`config.mk`:
```
export PLATFORM = sky130hd
export DESIGN_NAME = radar_frame_presence_parser_core
export DESIGN_NICKNAME = d
export VERILOG_FILES = /design/src/rtl/rfpp_pkg.sv /design/src/rtl/radar_frame_presence_parser_core.sv
export SDC_FILE = /design/constraint.sdc
export NUM_CORES = 1
export LEC_CHECK = 0
export BUFFER_PORTS_ARGS = -buffer_cell sky130_fd_sc_hd__clkbuf_2
export CORE_ASPECT_RATIO = 1.4
export CORE_MARGIN = 3
export CORE_UTILIZATION = 60
export CTS_CLUSTER_SIZE = 10
export DETAILED_ROUTE_END_ITERATION = 16
export PLACE_DENSITY = 0.81
export SYNTH_ARGS = -nofsm -noshare
export SYNTH_HDL_FRONTEND = slang
export SYNTH_SLANG_ARGS = --single-unit
```
`constraint.sdc`:
```
create_clock -name clk -period 5 [get_ports clk]
set_clock_uncertainty 0.2 [all_clocks]
set_input_delay 0 -clock clk [delete_from_list [all_inputs] [get_ports clk]]
set_output_delay 0 -clock clk [all_outputs]
set_load 0.02 [all_outputs]
```
`src/rtl/rfpp_pkg.sv`:
```
// Package for the radar frame presence parser: word types, frame constants and header lookup.
package rfpp_pkg;

    // Frame layout constants.
    localparam int unsigned SLOT_COUNT_DEFAULT = 3;
    localparam int unsigned SLOT_BYTES         = 8;
    localparam int unsigned SLOT_SHIFT         = $clog2(SLOT_BYTES);
    localparam int unsigned BYTE_POS_W         = 5;
    localparam int unsigned COUNT_W            = 32;

    localparam logic [BYTE_POS_W-1:0] BODY_START = 5'd4;
    localparam logic [BYTE_POS_W-1:0] TAIL_POS   = 5'd28;
    localparam logic [BYTE_POS_W-1:0] FRAME_LAST = 5'd29;

    // Header and tail byte values.
    localparam logic [7:0] HDR_BYTE0  = 8'hAA;
    localparam logic [7:0] HDR_BYTE1  = 8'hFF;
    localparam logic [7:0] HDR_BYTE2  = 8'h03;
    localparam logic [7:0] HDR_BYTE3  = 8'h00;
    localparam logic [7:0] TAIL_BYTE0 = 8'h55;
    localparam logic [7:0] TAIL_BYTE1 = 8'hCC;

    // One received byte with its counter clear request.
    typedef struct packed {
        logic [7:0] data_byte;
        logic       clear_counts;
    } in_word_t;

    // One frame result.
    typedef struct packed {
        logic               frame_ok;
        logic [1:0]         active_count;
        logic [COUNT_W-1:0] good_frames;
        logic [COUNT_W-1:0] bad_frames;
    } out_word_t;

    // Expected header byte at a given match position.
    function automatic logic [7:0] hdr_byte(input logic [1:0] pos);
        logic [7:0] b;
        unique case (pos)
            2'd0: b = HDR_BYTE0;
            2'd1: b = HDR_BYTE1;
            2'd2: b = HDR_BYTE2;
            2'd3: b = HDR_BYTE3;
            default: b = HDR_BYTE0;
        endcase
        return b;
    endfunction

endpackage

```
`src/rtl/radar_frame_presence_parser_core.sv`:
```
// Radar frame presence parser: header sync, slot tracking, tail check and frame counters.
//
// Usage: bytes of the radar serial stream enter on the rx channel (rx_valid, rx_ready,
// rx_data), one word per byte, each with a clear_counts flag that zeroes the good and
// bad frame counters before that byte is handled. The parser hunts for the header
// AA FF 03 00, then takes 26 body bytes: three 8-byte target slots and the tail 55 CC.
// Only the 30th byte of a frame produces a word on the res channel (res_valid,
// res_ready, res_data) carrying the tail verdict, the active-target count of the last
// good frame and both wrapping counters.
// Throughput is one byte per cycle while no closing byte waits on a pending result. A
// result word is registered in the cycle after its closing byte; others produce nothing.
// All per-byte work is a small compare and increment on the parser state registers.
// When the receiver stalls with a result pending, rx_ready stays high until another
// result would be needed; the next frame end then waits for res_ready.
// Reset clears the sync state, the stored target count, both counters and res_valid.
module radar_frame_presence_parser_core #(
    parameter int unsigned SLOT_COUNT = rfpp_pkg::SLOT_COUNT_DEFAULT
) (
    input  logic               clk,
    input  logic               rst_n,
    input  logic               rx_valid,
    output logic               rx_ready,
    input  rfpp_pkg::in_word_t  rx_data,
    output logic               res_valid,
    input  logic               res_ready,
    output rfpp_pkg::out_word_t res_data
);

    localparam int unsigned PW = rfpp_pkg::BYTE_POS_W;
    localparam int unsigned CW = rfpp_pkg::COUNT_W;

    // Parser state.
    logic [1:0]            header_pos_reg, header_pos_next;
    logic                  in_frame_reg, in_frame_next;
    logic [PW-1:0]         byte_pos_reg, byte_pos_next;
    logic [SLOT_COUNT-1:0] slot_nz_reg, slot_nz_next;
    logic [7:0]            tail_first_reg, tail_first_next;
    logic [1:0]            target_count_reg, target_count_next;
    logic [CW-1:0]         good_count_reg, good_count_next;
    logic [CW-1:0]         bad_count_reg, bad_count_next;

    // Output register.
    logic                  res_valid_reg, res_valid_next;
    rfpp_pkg::out_word_t   res_data_reg, res_data_next;

    logic                  accept;
    logic                  frame_end;
    logic [PW-1:0]         body_off;
    logic [1:0]            slot_idx;
    logic [1:0]            nz_count;
    logic                  tail_ok;
    logic [CW-1:0]         good_base;
    logic [CW-1:0]         bad_base;

    // Only a closing byte needs the output register, so only it waits for a
    // pending word to drain; all other bytes enter freely.
    assign frame_end = in_frame_reg && (byte_pos_reg == rfpp_pkg::FRAME_LAST);
    assign rx_ready  = !frame_end || !res_valid_reg || res_ready;
    assign accept    = rx_valid && rx_ready;
    assign res_valid = res_valid_reg;
    assign res_data  = res_data_reg;

    // Slot index of the current body byte.
    assign body_off = byte_pos_reg - rfpp_pkg::BODY_START;
    assign slot_idx = body_off[rfpp_pkg::SLOT_SHIFT +: 2];

    // Count of slots that held a nonzero byte.
    always_comb
    begin
        nz_count = 2'd0;
        for (int i = 0; i < SLOT_COUNT; i++)
        begin
            nz_count = nz_count + {1'b0, slot_nz_reg[i]};
        end
    end

    assign tail_ok   = (tail_first_reg == rfpp_pkg::TAIL_BYTE0)
                    && (rx_data.data_byte == rfpp_pkg::TAIL_BYTE1);
    assign good_base = rx_data.clear_counts ? '0 : good_count_reg;
    assign bad_base  = rx_data.clear_counts ? '0 : bad_count_reg;

    // Next state and result for the accepted byte.
    always_comb
    begin
        header_pos_next   = header_pos_reg;
        in_frame_next     = in_frame_reg;
        byte_pos_next     = byte_pos_reg;
        slot_nz_next      = slot_nz_reg;
        tail_first_next   = tail_first_reg;
        target_count_next = target_count_reg;
        good_count_next   = good_count_reg;
        bad_count_next    = bad_count_reg;
        res_valid_next    = res_valid_reg && !res_ready;
        res_data_next     = res_data_reg;

        if (accept)
        begin
            good_count_next = good_base;
            bad_count_next  = bad_base;

            if (!in_frame_reg)
            begin
                // Header hunt; a mismatching AA still counts as a first header byte.
                if (rx_data.data_byte == rfpp_pkg::hdr_byte(header_pos_reg))
                begin
                    if (header_pos_reg == 2'd3)
                    begin
                        in_frame_next   = 1'b1;
                        byte_pos_next   = rfpp_pkg::BODY_START;
                        header_pos_next = 2'd0;
                        slot_nz_next    = '0;
                        tail_first_next = 8'h00;
                    end
                    else
                    begin
                        header_pos_next = header_pos_reg + 2'd1;
                    end
                end
                else
                begin
                    header_pos_next = (rx_data.data_byte == rfpp_pkg::HDR_BYTE0) ? 2'd1 : 2'd0;
                end
            end
            else
            begin
                // Body bytes: mark nonzero slots and keep the first tail byte.
                if (byte_pos_reg < rfpp_pkg::TAIL_POS)
                begin
                    for (int i = 0; i < SLOT_COUNT; i++)
                    begin
                        if (slot_idx == 2'(i) && rx_data.data_byte != 8'h00)
                        begin
                            slot_nz_next[i] = 1'b1;
                        end
                    end
                end
                else if (byte_pos_reg == rfpp_pkg::TAIL_POS)
                begin
                    tail_first_next = rx_data.data_byte;
                end

                if (byte_pos_reg == rfpp_pkg::FRAME_LAST)
                begin
                    // Frame end: judge the tail, update counters and emit a word.
                    in_frame_next = 1'b0;
                    byte_pos_next = '0;
                    if (tail_ok)
                    begin
                        target_count_next = nz_count;
                        good_count_next   = good_base + CW'(1);
                    end
                    else
                    begin
                        bad_count_next = bad_base + CW'(1);
                    end
                    res_valid_next             = 1'b1;
                    res_data_next.frame_ok     = tail_ok;
                    res_data_next.active_count = tail_ok ? nz_count : target_count_reg;
                    res_data_next.good_frames  = good_count_next;
                    res_data_next.bad_frames   = bad_count_next;
                end
                else
                begin
                    byte_pos_next = byte_pos_reg + PW'(1);
                end
            end
        end
    end

    // Control and parser state registers.
    always_ff @(posedge clk or negedge rst_n)
    begin
        if (!rst_n)
        begin
            header_pos_reg   <= 2'd0;
            in_frame_reg     <= 1'b0;
            byte_pos_reg     <= '0;
            slot_nz_reg      <= '0;
            tail_first_reg   <= 8'h00;
            target_count_reg <= 2'd0;
            good_count_reg   <= '0;
            bad_count_reg    <= '0;
            res_valid_reg    <= 1'b0;
        end
        else
        begin
            header_pos_reg   <= header_pos_next;
            in_frame_reg     <= in_frame_next;
            byte_pos_reg     <= byte_pos_next;
            slot_nz_reg      <= slot_nz_next;
            tail_first_reg   <= tail_first_next;
            target_count_reg <= target_count_next;
            good_count_reg   <= good_count_next;
            bad_count_reg    <= bad_count_next;
            res_valid_reg    <= res_valid_next;
        end
    end

    // Result payload register.
    always_ff @(posedge clk)
    begin
        res_data_reg <= res_data_next;
    end

endmodule
```
==> flow_summary.toml <==
[clock_tree]
clock_path_buffers = 2
cts_sinks = 153
htree_num_levels = 4
cts_resized = 0
hold_buffers = 14
path_clk_slew_ns = 0.06
clock_latency_ns = 0.42
cts_tree = "built"
numCtsBuffers = 17
postCtsSetupBuffers = 0
cts-root-buf = "clkbuf_16"

[finish]
final_util_pct = 71.5
nets = 965
syn_to_final_growth_pct = 15.4
finalInstanceArea_um2 = 9710
layout-drive-gt1-share_pct = 15.3
diodes = 0
largest_reg_flops = 67
fin_cells = 1134

[run_status]
outcome = "completed"

[floorplanning]
die_x_um = 106
start_util_pct = 62.0
core_um2 = 13600
die-area_um2 = 15500
rows = 50
ioPinCount = 82
fp.dieH_um = 146

[critical_path]
worst_ep_arrival_time_ns = 3.55
worstSetupEndpointType = "flop"
critPathRequiredTime_ns = 5.11
worst-path-max-fanout = 28
start_kind = "flop"
criticalPathCategory = "flop to flop"

[global_routing]
track_usage_pct = 27.3
first_global_vias = 6943
grt_max_degree = 63
grt-ovfl-total = 0
antenna_found_initial = 0
grt_first_pass_wirelength_um = 34100

[sta]
fin_tns_setup_ns = 0
fmax_ghz = 0.291
relSlewSlack_pct = 24.3
rsz0062_at_grt = "false"
worst_slew_pin_slew_ns = 1.13
finalCritPeriodShare_pct = 68.7
setup_viol = 0
final_hold_viol_count = 0
fin_crit_ns = 3.44
fin_ws_ns = 1.56
slew_violations = 0

[placed_design]
place_ws_ns = 1.60
dpl.cell_count = 1089
gp_congestion = 0.913
place_hpwl_um = 13300
place_area_um2 = 8960
port_buffers = 81

[yosys]
synth-seq-cells = 153
synth-main-ff-cell = "dfrtp_1"
synth_fp_nets = 883
ys_types = 67
syn-cell-area_um2 = 8410
synth_top_area_share_pct = 25.6
postSynthCellCount = 858
synth_edf_count = 67
ys_warn_count = 0
yosysTopAreaCell = "dfrtp_1"
yosysMostFrequentCell = "nand2_1"
syn_avg_cell_area_um2 = 9.81
synthArstFlopShare_pct = 56.2
ys_seq_area_share_pct = 49.5
ys_top_cells_by_count = "nand2_1, dfrtp_1, edfxtp_1"
synthTopCellsByArea = "dfrtp_1, edfxtp_1, nand2_1"

[route]
via_count = 6985
final_antenna_net_count = 0
drt_iter0_markers = 568
drt-pass1-iter-count = 5
finalWirelength_um = 20300
drcViolationCount = 0
wl_per_cell_um = 17.9
viasPerCell = 6.16

[power]
p_leak_nw = 3.69
ir_worst_vdd_mv = 0.266
powerDensity_nw_per_um2 = 331

[job]
maxCapViolations = 0

[min_path]
hp-class = "input port to flop"
critical path, stage by stage (launching register included):
cell,delay [ns]
dfrtp_1,0.44
ha_1,0.30
and4_1,0.36
a21boi_1,0.59
nand2_1,0.84
o311a_1,0.38
a31o_2,0.21
cells by family (layout without fill, tap and decap cells):
group                    Yosys count  in the layout  share of synthesized area, %
buffers and inverters             61            155                          2.91
multiplexers                      11             11                          1.40
adder cells (fa/ha/maj)           12             12                          1.87
AO/OA/AOI/OAI                    120            120                          9.49
flip-flops                       153            153                          49.5
XOR/XNOR                          78             78                          8.12
AND/OR/NAND/NOR                  423            423                          26.7
report_power, final:
group / switching, mW / internal [mW]
logic: 0.253 / 0.148
clock network: 0.530 / 0.802
registers: 0.0826 / 1.40
cell type report:
| class | count | area [um^2] |
|---|---|---|
| flip-flops and latches | 153 | 4160 |
| multi-input cells | 644 | 4010 |
| fillers | 1007 | 3860 |
| repair buffers | 105 | 633 |
| clock buffers | 18 | 439 |
| well taps | 182 | 228 |
| clock inverters | 13 | 168 |
| inverters | 19 | 72.6 |
worst paths after layout:
path                                startpoint                  end  slack [ns]  depth (start not counted)
hold reg to reg            target_count_reg[1]  target_count_reg[1]        0.28                          2
setup reg to reg               byte_pos_reg[2]   good_count_reg[11]        1.56                          6
max in group asynchronous                rst_n     bad_count_reg[2]        3.35                          4
min in group asynchronous                rst_n   good_count_reg[28]        0.41                          4
setup / recovery               byte_pos_reg[2]   good_count_reg[11]        1.56                          6
hold / removal                      rx_data[5]    tail_first_reg[4]        0.23                          4
metrics by stage:
stage / hold WS, ns / power (mW)
2_1_floorplan: -0.496 / 1.76
3_3_place_gp: -0.272 / 1.87
3_5_place_dp: -0.275 / 1.89
4_1_cts: 0.192 / 3.22
5_1_grt: 0.239 / 3.33
6_report: 0.227 / 3.22
placed cells by master (no fill, tap or decap), types with 7 or more instances in the layout:
cell,count
nand4b_1,8
a22o_1,7
inv_1,18
o31ai_1,8
nor4_1,18
a31oi_1,9
a21oi_1,21
clkbuf_16,17
nand3_1,50
and3_1,9
nor3_1,15
nand2_1,130
xnor2_1,51
ha_1,11
dlygate4sd3_1,13
or3_1,11
edfxtp_1,67
and4_1,7
nand4_1,35
o21ai_0,30
dfrtp_1,86
nor2b_1,35
or4_1,7
xor2_1,27
clkbuf_2,80
buf_4,11
nor2_1,59
layer usage:
layer	global-route usage, %	routed length (um)
met5	0	0
met4	13.7	765
met3	4.47	1250
met2	46.0	10200
met1	34.0	8120
Note: power is estimated with default switching activity, not from simulation.
